[src/design/bit_pkg.sv]
`default_nettype none

package bit_pkg;

    // Operation codes of an input item.
    localparam logic [1:0] OP_WRITE = 2'd0;
    localparam logic [1:0] OP_RUN   = 2'd1;
    localparam logic [1:0] OP_READ  = 2'd2;

    // Neighbor reads per interior pixel: the 3x3 window, then (r+2,c) and (r,c+2).
    localparam int          NB_COUNT = 11;
    localparam logic [3:0]  NB_LAST  = 4'(NB_COUNT - 1);
    localparam int          MASK_COUNT = 8;

    // Window bit m*3+n holds the pixel at (r-1+m, c-1+n).
    localparam logic [8:0] MASK_CARE [MASK_COUNT] = '{
        9'b010111111, 9'b011111011, 9'b111111010, 9'b110111110,
        9'b010111110, 9'b010111011, 9'b011111010, 9'b110111010
    };
    localparam logic [8:0] MASK_VAL [MASK_COUNT] = '{
        9'b010111000, 9'b010110010, 9'b000111010, 9'b010011010,
        9'b010011000, 9'b010110000, 9'b000110010, 9'b000011010
    };

    // Commands from the controller to the datapath.
    typedef struct packed {
        logic item_write;
        logic item_read;
        logic out_load_item;
        logic out_load_rd;
        logic start_run;
        logic gather_start;
        logic issue;
        logic zero_write;
        logic eval_write;
        logic finish_pass;
        logic run_done;
    } t_cmd;

    // Status from the datapath to the controller.
    typedef struct packed {
        logic interior;
        logic last_pixel;
        logic k_last;
        logic changed;
        logic out_valid;
    } t_status;

    // Row offset of neighbor read k.
    function automatic int nb_dr(input logic [3:0] k);
        int d;
        unique case (k) inside
            [4'd0:4'd2]: d = -1;
            [4'd3:4'd5]: d = 0;
            [4'd6:4'd8]: d = 1;
            4'd9:        d = 2;
            default:     d = 0;
        endcase
        return d;
    endfunction

    // Column offset of neighbor read k.
    function automatic int nb_dc(input logic [3:0] k);
        int d;
        unique case (k) inside
            4'd0, 4'd3, 4'd6: d = -1;
            4'd1, 4'd4, 4'd7: d = 0;
            4'd2, 4'd5, 4'd8: d = 1;
            4'd10:            d = 2;
            default:          d = 0;
        endcase
        return d;
    endfunction

    // True if the window matches any of the removal masks.
    function automatic logic any_mask(input logic [8:0] win);
        logic hit;
        hit = 1'b0;
        for (int i = 0; i < MASK_COUNT; i++) begin
            if ((win & MASK_CARE[i]) == MASK_VAL[i]) begin
                hit = 1'b1;
            end
        end
        return hit;
    endfunction

    // Two-pixel restore test on the window plus the two far neighbors.
    function automatic logic restore(input logic [10:0] win);
        logic vert;
        logic horz;
        vert = !win[1] && win[4] && win[7] && !win[9];
        horz = !win[3] && win[4] && win[5] && !win[10];
        return vert || horz;
    endfunction

endpackage

`default_nettype wire

[src/design/bit_ctrl.sv]
`default_nettype none

module bit_ctrl (
    input  wire logic            i_clk,
    input  wire logic            i_rst_n,
    input  wire logic            i_s_tvalid,
    output logic                 o_s_tready,
    input  wire logic [1:0]      i_op,
    input  wire logic            i_m_tready,
    input  wire bit_pkg::t_status i_status,
    output bit_pkg::t_cmd        o_cmd
);

    localparam logic [2:0] ST_IDLE   = 3'd0;
    localparam logic [2:0] ST_RDWAIT = 3'd1;
    localparam logic [2:0] ST_SCAN   = 3'd2;
    localparam logic [2:0] ST_GATHER = 3'd3;
    localparam logic [2:0] ST_LAST   = 3'd4;
    localparam logic [2:0] ST_EVAL   = 3'd5;
    localparam logic [2:0] ST_PEND   = 3'd6;
    localparam logic [2:0] ST_DONE   = 3'd7;

    logic [2:0] r_state;
    logic [2:0] n_state;
    logic       accept;

    // Items are taken only when idle and the output register will be free.
    assign o_s_tready = (r_state == ST_IDLE) && (!i_status.out_valid || i_m_tready);
    assign accept     = i_s_tvalid && o_s_tready;

    // Next state and commands.
    always_comb begin
        n_state = r_state;
        o_cmd   = '0;
        unique case (r_state)
            ST_IDLE: begin
                if (accept) begin
                    unique case (i_op)
                        bit_pkg::OP_WRITE: begin
                            o_cmd.item_write    = 1'b1;
                            o_cmd.out_load_item = 1'b1;
                        end
                        bit_pkg::OP_READ: begin
                            o_cmd.item_read = 1'b1;
                            n_state         = ST_RDWAIT;
                        end
                        bit_pkg::OP_RUN: begin
                            o_cmd.start_run = 1'b1;
                            n_state         = ST_SCAN;
                        end
                        default: begin
                            o_cmd.out_load_item = 1'b1;
                        end
                    endcase
                end
            end
            ST_RDWAIT: begin
                o_cmd.out_load_rd = 1'b1;
                n_state           = ST_IDLE;
            end
            ST_SCAN: begin
                if (i_status.interior) begin
                    o_cmd.gather_start = 1'b1;
                    n_state            = ST_GATHER;
                end else begin
                    o_cmd.zero_write = 1'b1;
                    n_state          = i_status.last_pixel ? ST_PEND : ST_SCAN;
                end
            end
            ST_GATHER: begin
                o_cmd.issue = 1'b1;
                if (i_status.k_last) begin
                    n_state = ST_LAST;
                end
            end
            ST_LAST: begin
                n_state = ST_EVAL;
            end
            ST_EVAL: begin
                o_cmd.eval_write = 1'b1;
                n_state          = i_status.last_pixel ? ST_PEND : ST_SCAN;
            end
            ST_PEND: begin
                o_cmd.finish_pass = 1'b1;
                n_state           = i_status.changed ? ST_SCAN : ST_DONE;
            end
            ST_DONE: begin
                o_cmd.run_done = 1'b1;
                n_state        = ST_IDLE;
            end
            default: begin
                n_state = ST_IDLE;
            end
        endcase
    end

    always_ff @(posedge i_clk) begin
        if (!i_rst_n) begin
            r_state <= ST_IDLE;
        end else begin
            r_state <= n_state;
        end
    end

    // At most one store write is commanded per cycle.
    a_one_write: assert property (@(posedge i_clk) disable iff (!i_rst_n)
        $onehot0({o_cmd.item_write, o_cmd.zero_write, o_cmd.eval_write}))
        else $error("conflicting store writes");

    // A read item always delivers its result in the following cycle.
    a_read_result: assert property (@(posedge i_clk) disable iff (!i_rst_n)
        o_cmd.item_read |=> o_cmd.out_load_rd)
        else $error("read result not loaded");

    // A pass ends either in a new pass or in the run result.
    a_pass_end: assert property (@(posedge i_clk) disable iff (!i_rst_n)
        o_cmd.finish_pass |=> (r_state == ST_SCAN || r_state == ST_DONE))
        else $error("bad state after pass");

    // No item is taken while a read or a run is in progress.
    a_busy: assert property (@(posedge i_clk) disable iff (!i_rst_n)
        (r_state != ST_IDLE) |-> !o_s_tready)
        else $error("ready while busy");

endmodule

`default_nettype wire

[config.mk]
export PLATFORM = sky130hd
export DESIGN_NAME = bit_ctrl
export DESIGN_NICKNAME = d
export VERILOG_FILES = /design/src/design/bit_pkg.sv /design/src/design/bit_ctrl.sv
export SDC_FILE = /design/constraint.sdc
export NUM_CORES = 1
export LEC_CHECK = 0
export BUFFER_PORTS_ARGS = -buffer_cell sky130_fd_sc_hd__buf_2
export CORE_AREA = 5 5 42 44
export CTS_CLUSTER_SIZE = 28
export DETAILED_ROUTE_END_ITERATION = 8
export DIE_AREA = 0 0 47 49
export GPL_TIMING_DRIVEN = 0
export MAX_ROUTING_LAYER = met4
export SLEW_MARGIN = 5
export SYNTH_ARGS = -nofsm -noshare
export SYNTH_HDL_FRONTEND = slang
export SYNTH_SLANG_ARGS = --single-unit
[constraint.sdc]
create_clock -name i_clk -period 1.6 [get_ports i_clk]
set_input_delay 0.16 -clock i_clk [delete_from_list [all_inputs] [get_ports i_clk]]
set_output_delay 0.16 -clock i_clk [all_outputs]
set_load 0.005 [all_outputs]
# [After elaboration in Yosys (flattened, before gate mapping)]
# Index checks and enable logic that the tools add are counted.
# Widths: inputs -> output; s select.
[word_totals] reg_bits=3 out_inout_bits=12 word_cells=46
[classes] n_eq_ne=12 muxes=24 reduce_logical=9
[op_table] cell="$mux 3" count=7
[op_table] cell="$pmux 3 s7" count=1
[op_table] cell="$mux 1" count=15
[op_table] cell="$eq 3x3->1 const B" count=4
[op_table] cell="$eq 3x2->1 const B" count=2
[op_table] cell="$pmux 3 s2" count=1
[op_table] cell="$ne 2x2->1 const B" count=2
[op_table] cell="$reduce_or 2->1" count=2
[op_table] cell="$eq 3x1->1 const B" count=1
[op_table] cell="$logic_not 3->1" count=1
[op_table] cell="$ne 3x1->1 const B" count=1
[op_table] cell="$reduce_and 3->1" count=1
[op_table] cell="$eq 2x1->1 const B" count=1
[op_table] cell="$eq 2x2->1 const B" count=1
[op_table] cell="$logic_and 1x1->1" count=2
[op_table] cell="$logic_not 2->1" count=1
[op_table] cell="$logic_not 1->1" count=1
[op_table] cell="$logic_or 1x1->1" count=1

# [Logic depth before layout (Yosys ltp)]
# Gate-level depths: netlist (run 1).
[depth] depth_word=6 mapped_depth=5 ltp_nobuf=5

# [Worst setup path before layout (run 1)]
# OpenSTA, ideal clock, no wires.
[synth_path] path_type="register to output" from="register r_state[1]" to="output port o_cmd[10] (netlist name)" arrival_ns=1.151 required_ns=1.440 slack_ns=0.289 stages_incl_launch_ff=5 path_buffers=1 path_cell_list="dfxtp_1 > buf_6 > or3_4 > nor3b_2 > and2_1"
[synth_rtl] item="start, declared" line_no="bit_ctrl.sv:23" source="logic [2:0] r_state;"
[synth_rtl] item="start signal, assigned" line_no="bit_ctrl.sv:101" source="r_state <= n_state;"
[synth_rtl] item="end, declared" line_no="bit_ctrl.sv:11" source="output bit_pkg::t_cmd o_cmd"

==> results of run 1 <==
==> power by group through the flow <==
stage	logic, mW	registers, mW	clock network [mW]
4_1_cts	0.0960	0.0786	0.141
2_1_floorplan	0.0527	0.0800	0
3_3_place_gp	0.0868	0.0801	0
6_report	0.0953	0.0787	0.134
3_5_place_dp	0.0882	0.0801	0
5_1_grt	0.106	0.0789	0.144
==> worst register-to-register path, cell delays in order (launching register included) <==
cell and delay, ns:
dfxtp_4 0.33, or3_4 0.40, buf_4 0.15, a32oi_1 0.20
a21oi_1 0.07
==> final cells by class <==
| type | instances | share of cell area [%] |
|---|---|---|
| Multi-Input combinational cell | 38 | 51.0 |
| Timing Repair Buffer | 25 | 24.4 |
| Sequential cell | 3 | 12.6 |
| Clock buffer | 4 | 4.83 |
| Tap cell | 16 | 3.68 |
| Inverter | 4 | 2.76 |
| Buffer | 1 | 0.690 |
==> timing repair <==
action,CTS,global route
cloned,0,0
setup endpoints to repair,4,4
gates resized for setup,6,0
pin swaps,4,4
setup buffers,3,0
==> cell families (layout without fill, tap and decap cells) <==
kind of cell    count (synthesis)  after routing  synth area share (%)
simple gates                   24             24                  40.6
compound gates                 11             11                  23.2
fa+ha+maj                       3              3                  10.2
buf+inv                         7             34                  9.55
flops                           3              3                  16.4
==> cell usage in the layout (no fill, tap or decap), types with 2 or more instances in the layout <==
cell type  count
buf_2         22
inv_1          4
nor2_1         4
nand2_1        3
and2_1         3
ha_1           3
clkbuf_4       3
buf_4          3
clkbuf_1       2
nor2b_1        2
and3_1         2
nand2b_1       2
dfxtp_4        2
==> per-stage QoR <==
step | power (mW) | instances
after detailed placement | 0.168 | 86
after global placement | 0.167 | 86
after floorplan | 0.133 | 48
final | 0.308 | 91
after global routing | 0.329 | 91
after CTS | 0.315 | 91
==> per-layer routing <==
layer | routed length [um] | GRT usage [%] | up-vias | share of wire [%]
met5 | 0 | - | - | 0
met4 | 16 | 6.91 | 0 | 1.5
met3 | 56 | 0.738 | 2 | 5.3
met2 | 492 | 13.8 | 19 | 47
met1 | 486 | 12.7 | 197 | 46
li1 | - | - | 227 | -
==> worst paths after layout <==
kind / from / to
hold reg to reg: r_state[2]$_SDFFE_PN0P_ / r_state[2]$_SDFFE_PN0P_
hold / removal: i_status[1] / r_state[2]$_SDFFE_PN0P_
setup / recovery: r_state[1]$_SDFFE_PN0P_ / o_cmd[9]
setup reg to reg: r_state[1]$_SDFFE_PN0P_ / r_state[0]$_SDFFE_PN0P_
==> flow_metrics.py, run 1 <==
metrics = {
    "timing": {
        "timing.fmax_mhz": 632,
        "slew_viol_final": 0,
        "fin_crit_sh_pct": 98.9,
        "hold_slack_ns": 0.201,
        "maxSlewHeadroom_pct": 75.3,
        "tns_ns": 0,
        "finalSetupViolCount": 0,
        "rsz0062_at_grt": "true",
        "finalHoldViolCount": 0,
        "fin_worst_skew_ns": 0.00309,
        "finalCriticalPeriod_ns": 1.58,
        "tightest_slew_ns": 0.366,
        "worst_slack_ns": 0.0171,
    },
    "hold_path": {
        "hp-class": "input pin to flip-flop",
        "min_path_cells": 4,
    },
    "placement": {
        "post-dp-hpwl_um": 816,
        "preCtsSetupSlack_ns": 0.103,
        "port_buffers": 22,
        "dpl_cell_area_sq_um": 497,
        "gp_congestion": 0.714,
    },
    "clock_network": {
        "root_buffer": "clkbuf_4",
        "clk-insertion-delay-late_ns": 0.23,
        "ctsHoldBuffers": 0,
        "htree_levels": 1,
        "cts_tree": "done",
        "cts_buffer_depth": 2,
        "cts_sinks": 3,
        "path_clk_slew_ns": 0.04,
        "cts_buffers": 3,
    },
    "finish": {
        "syn_to_final_growth_pct": 48.5,
        "drive_gt1_share_pct": 44.0,
        "ff_latch_area_sq_um": 68.8,
        "top_regs": "r_state: 3 flops",
        "multi_input_area_sq_um": 278,
        "utilization_pct": 38.8,
        "post-route-cell-area_sq_um": 544,
        "final_nets": 90,
        "n_fill_cell": 162,
        "antenna_cells": 0,
        "top_register": "r_state",
        "largest_reg_flops": 3,
    },
    "synthesis": {
        "yosys-top-cells-count": "4 x inv_1, 4 x nor2_1",
        "syn-cell-area_sq_um": 367,
        "synthArstFlopShare_pct": 0,
        "yosys_register_bits": 3,
        "synthDominantCellAreaShare_pct": 16.4,
        "syn_inst": 48,
        "ys_top_cells_by_area": "dfxtp_1 16%, ha_1 10%, and2_1 5.1%",
        "synth_enable_flop_cells": 0,
        "syn_area_per_cell_sq_um": 7.64,
        "synthDistinctLibCells": 31,
        "synth_flop_cell": "dfxtp_1",
        "synth-warning-count": 0,
        "ys_seq_area_share_pct": 16.4,
        "synth_top_area_cell": "dfxtp_1",
        "synth.net_count": 62,
    },
    "setup_path": {
        "critPathKind": "flip-flop to output pin",
        "end_kind": "output pin",
        "crit_slowest_cell": "or3_4",
        "cp-start-kind": "flip-flop",
        "critical_path.top_delay_family": "simple AND/OR/NAND/NOR gates",
        "cp.arrival_ns": 1.42,
        "crit_buf_inv": 1,
        "slowest_delay_ns": 0.40,
        "r2r_setup_slack_ns": 0.32,
        "crit_fanout": 4,
        "required_ns": 1.44,
        "r2r_cells": 4,
        "crit_chain": "or3_4 -> nor3b_4 -> and2_1 -> buf_2",
        "cp.depth": 4,
    },
    "die": {
        "pin_count": 23,
        "dieHeight_um": 49,
        "initial_core_util_pct": 26.2,
        "core_area_sq_um": 1400,
        "fp.dieArea_sq_um": 2300,
        "die-width_um": 47,
        "rows": 14,
    },
    "pwr": {
        "pwr-share-clk_pct": 43.5,
        "power_density_nw_per_um2": 565,
        "power_frac_seq_pct": 25.6,
        "vdd_drop_max_mv": 0.195,
        "p_sw_share_pct": 28.3,
        "p_int_mw": 0.221,
        "p_sw_mw": 0.0870,
        "combPwrFrac_pct": 31.0,
        "leakage_nw": 0.279,
    },
    "grt": {
        "antenna_found_initial": 0,
        "overflow": 0,
        "grt_max_degree": 11,
        "grt_first_pass_wirelength_mm": 1.69,
        "track_usage_pct": 9.81,
        "grt_pass1_vias": 441,
    },
    "detailed_routing": {
        "wl_mm": 1.05,
        "dr.pass1.iters": 4,
        "vias_per_cell": 4.89,
        "antenna_left": 0,
        "drtIter0Drc": 1,
        "drt-wirelength-per-cell_um": 11.5,
        "drc": 0,
        "vias": 445,
    },
    "run": {
        "drv_cap": 0,
    },
    "status": {
        "status": "completed",
    },
}
Power figures use the tool's default switching activity.
==> run 2, diff against run 1 <==
BUFFER_PORTS_ARGS = unset   (was -buffer_cell sky130_fd_sc_hd__buf_2)
DONT_BUFFER_PORTS = 1   (was unset)
==> run 2 against run 1 <==
Sequential share of layout area up 2.0 points. Cell area down 15%. Setup slack better by 0.036 ns. Critical path depth down 1. Non-clock buffer count down 19. Worst hold slack worse by 0.084 ns. Global-route usage down 1.3 points. First-iteration DRC count rose to 6.0 times the previous value. Clock skew up 0.0019 ns. Die area unchanged.
==> flow_metrics.py, run 2 (synthesis gave the netlist of run 1 again) <==
metrics = {
    "grt": {
        "grt_first_pass_wirelength_mm": 1.35,
        "track_usage_pct": 8.51,
        "overflow": 0,
        "grt_max_degree": 11,
        "grt_pass1_vias": 344,
        "antenna_found_initial": 0,
    },
    "placement": {
        "post-dp-hpwl_um": 724,
        "dpl_cell_area_sq_um": 387,
        "dp_cells": 64,
        "preCtsSetupSlack_ns": 0.194,
        "port_buffers": 0,
        "gp_congestion": 0.707,
    },
    "finish": {
        "n_fill_cell": 162,
        "drive_gt1_share_pct": 28.6,
        "final_common_cell": "buf_4",
        "mostFrequentLayoutCells": "6 x buf_4, 4 x inv_1, 4 x nor2_1",
        "final_cells": 72,
        "largest_reg_flops": 3,
        "post-route-cell-area_sq_um": 463,
        "antenna_cells": 0,
        "utilization_pct": 33.0,
        "syn_to_final_growth_pct": 26.3,
        "top_register": "r_state",
        "final_nets": 71,
        "top_regs": "r_state: 3 flops",
    },
    "detailed_routing": {
        "vias_per_cell": 5.25,
        "antenna_left": 0,
        "drt-wirelength-per-cell_um": 13.4,
        "drtIter0Drc": 6,
        "dr.pass1.iters": 4,
        "vias": 378,
        "wl_um": 965,
        "drc": 0,
    },
    "hold_path": {
        "min_to": "r_state[2]$_SDFFE_PN0P_",
        "min_path_cells": 3,
        "hp-start": "i_status[1]",
        "hp-class": "input pin to flip-flop",
    },
    "clock_network": {
        "cts_buffer_depth": 2,
        "cts_sinks": 3,
        "path_clk_slew_ns": 0.04,
        "clk-insertion-delay-late_ns": 0.23,
        "root_buffer": "clkbuf_4",
        "cts_tree": "done",
        "cts_buffers": 3,
        "htree_levels": 1,
    },
    "setup_path": {
        "r2r_setup_slack_ns": 0.31,
        "crit_chain": "or3_4 -> nor3b_4 -> and2b_1",
        "required_ns": 1.44,
        "critPathKind": "flip-flop to output pin",
        "crit_fanout": 4,
        "crit_slowest_cell": "or3_4",
        "end_kind": "output pin",
        "reg2reg_to": "r_state[1]$_SDFFE_PN0P_",
        "slowest_delay_ns": 0.40,
        "cp-start-kind": "flip-flop",
        "regToRegStartpoint": "r_state[1]$_SDFFE_PN0P_",
        "r2r_cells": 4,
        "cp.arrival_ns": 1.39,
    },
    "timing": {
        "maxSlewHeadroom_pct": 74.6,
        "hold_slack_ns": 0.117,
        "tns_ns": 0,
        "finalSetupViolCount": 0,
        "timing.fmax_mhz": 646,
        "tightest_slew_ns": 0.377,
        "rsz0062_at_grt": "false",
        "slew_viol_final": 0,
        "finalCriticalPeriod_ns": 1.55,
        "fin_crit_sh_pct": 96.7,
        "finalHoldViolCount": 0,
        "fin_worst_skew_ns": 0.00498,
        "worst_slack_ns": 0.0529,
    },
    "die": {
        "core_area_sq_um": 1400,
        "initial_core_util_pct": 26.2,
        "dieHeight_um": 49,
        "pin_count": 23,
        "fp.dieArea_sq_um": 2300,
        "die-width_um": 47,
        "rows": 14,
    },
    "pwr": {
        "total_power_mw": 0.291,
        "leakage_nw": 0.197,
        "vdd_drop_max_mv": 0.212,
        "power_density_nw_per_um2": 629,
    },
    "status": {
        "status": "completed",
    },
    "run": {
        "drv_cap": 0,
    },
}
[run 2: changes by cell type in the layout (fill, tap and decap cells not counted)]
| cell | change |
|---|---|
| dfxtp_2 | -1 |
| and2_4 | +3 |
| buf_2 | -22 |
| buf_4 | +3 |
| and2_1 | -3 |
| dfxtp_1 | +1 |
[run 2: worst max-delay path: cells and delay by family (launching register included)]
| family | cells | cell delay, ns |
|---|---|---|
| simple gates | 3 | 0.81 |
| flops | 1 | 0.34 |
[run 2: layer usage]
layer  global-route usage, %  wire length, um
met5                       -                0
met1                    9.19              415
met2                    11.5              449
met3                    2.58              100
met4                    8.29                0
[run 2: power breakdown]
part | total [mW] | leakage [nW] | switching (mW) | internal, mW
Sequential | 0.0798 | 0.0258 | 0.00275 | 0.0770
Clock | 0.135 | 0.0150 | 0.0410 | 0.0936
Combinational | 0.0768 | 0.156 | 0.0363 | 0.0405
[run 2: area by class of cell]
| class | instances | area, sq um | area share (%) |
|---|---|---|---|
| clock buffer | 4 | 26.3 | 5.68 |
| multi-input combinational | 38 | 285 | 61.6 |
| sequential | 3 | 67.6 | 14.6 |
| tap | 16 | 20.0 | 4.32 |
| buffer | 1 | 3.75 | 0.811 |
| inverter | 4 | 15.0 | 3.24 |
| timing repair buffer | 6 | 45.0 | 9.73 |
[run 2: what timing repair did]
action                                 4_1_cts  5_1_grt
gates cloned                                 0        0
gates resized for setup                      3        5
endpoints found under the hold margin        0        0
setup endpoints to repair                    4        4
buffers inserted                             1        5
hold buffers                                 0        0
pin swaps                                    2        2
[run 2: worst max-delay path by stage]
stage	start	endpoint	slack [ns]	depth (start not counted)
after floorplan	r_state[1]$_SDFFE_PN0P_	o_cmd[10]	0.29	4
after global placement	r_state[0]$_SDFFE_PN0P_	o_cmd[9]	0.21	4
after detailed placement	r_state[0]$_SDFFE_PN0P_	o_cmd[8]	0.19	4
after CTS	r_state[0]$_SDFFE_PN0P_	o_cmd[8]	0.01	3
after global routing	r_state[2]$_SDFFE_PN0P_	o_cmd[9]	0.004	3
final	r_state[1]$_SDFFE_PN0P_	o_cmd[8]	0.05	3
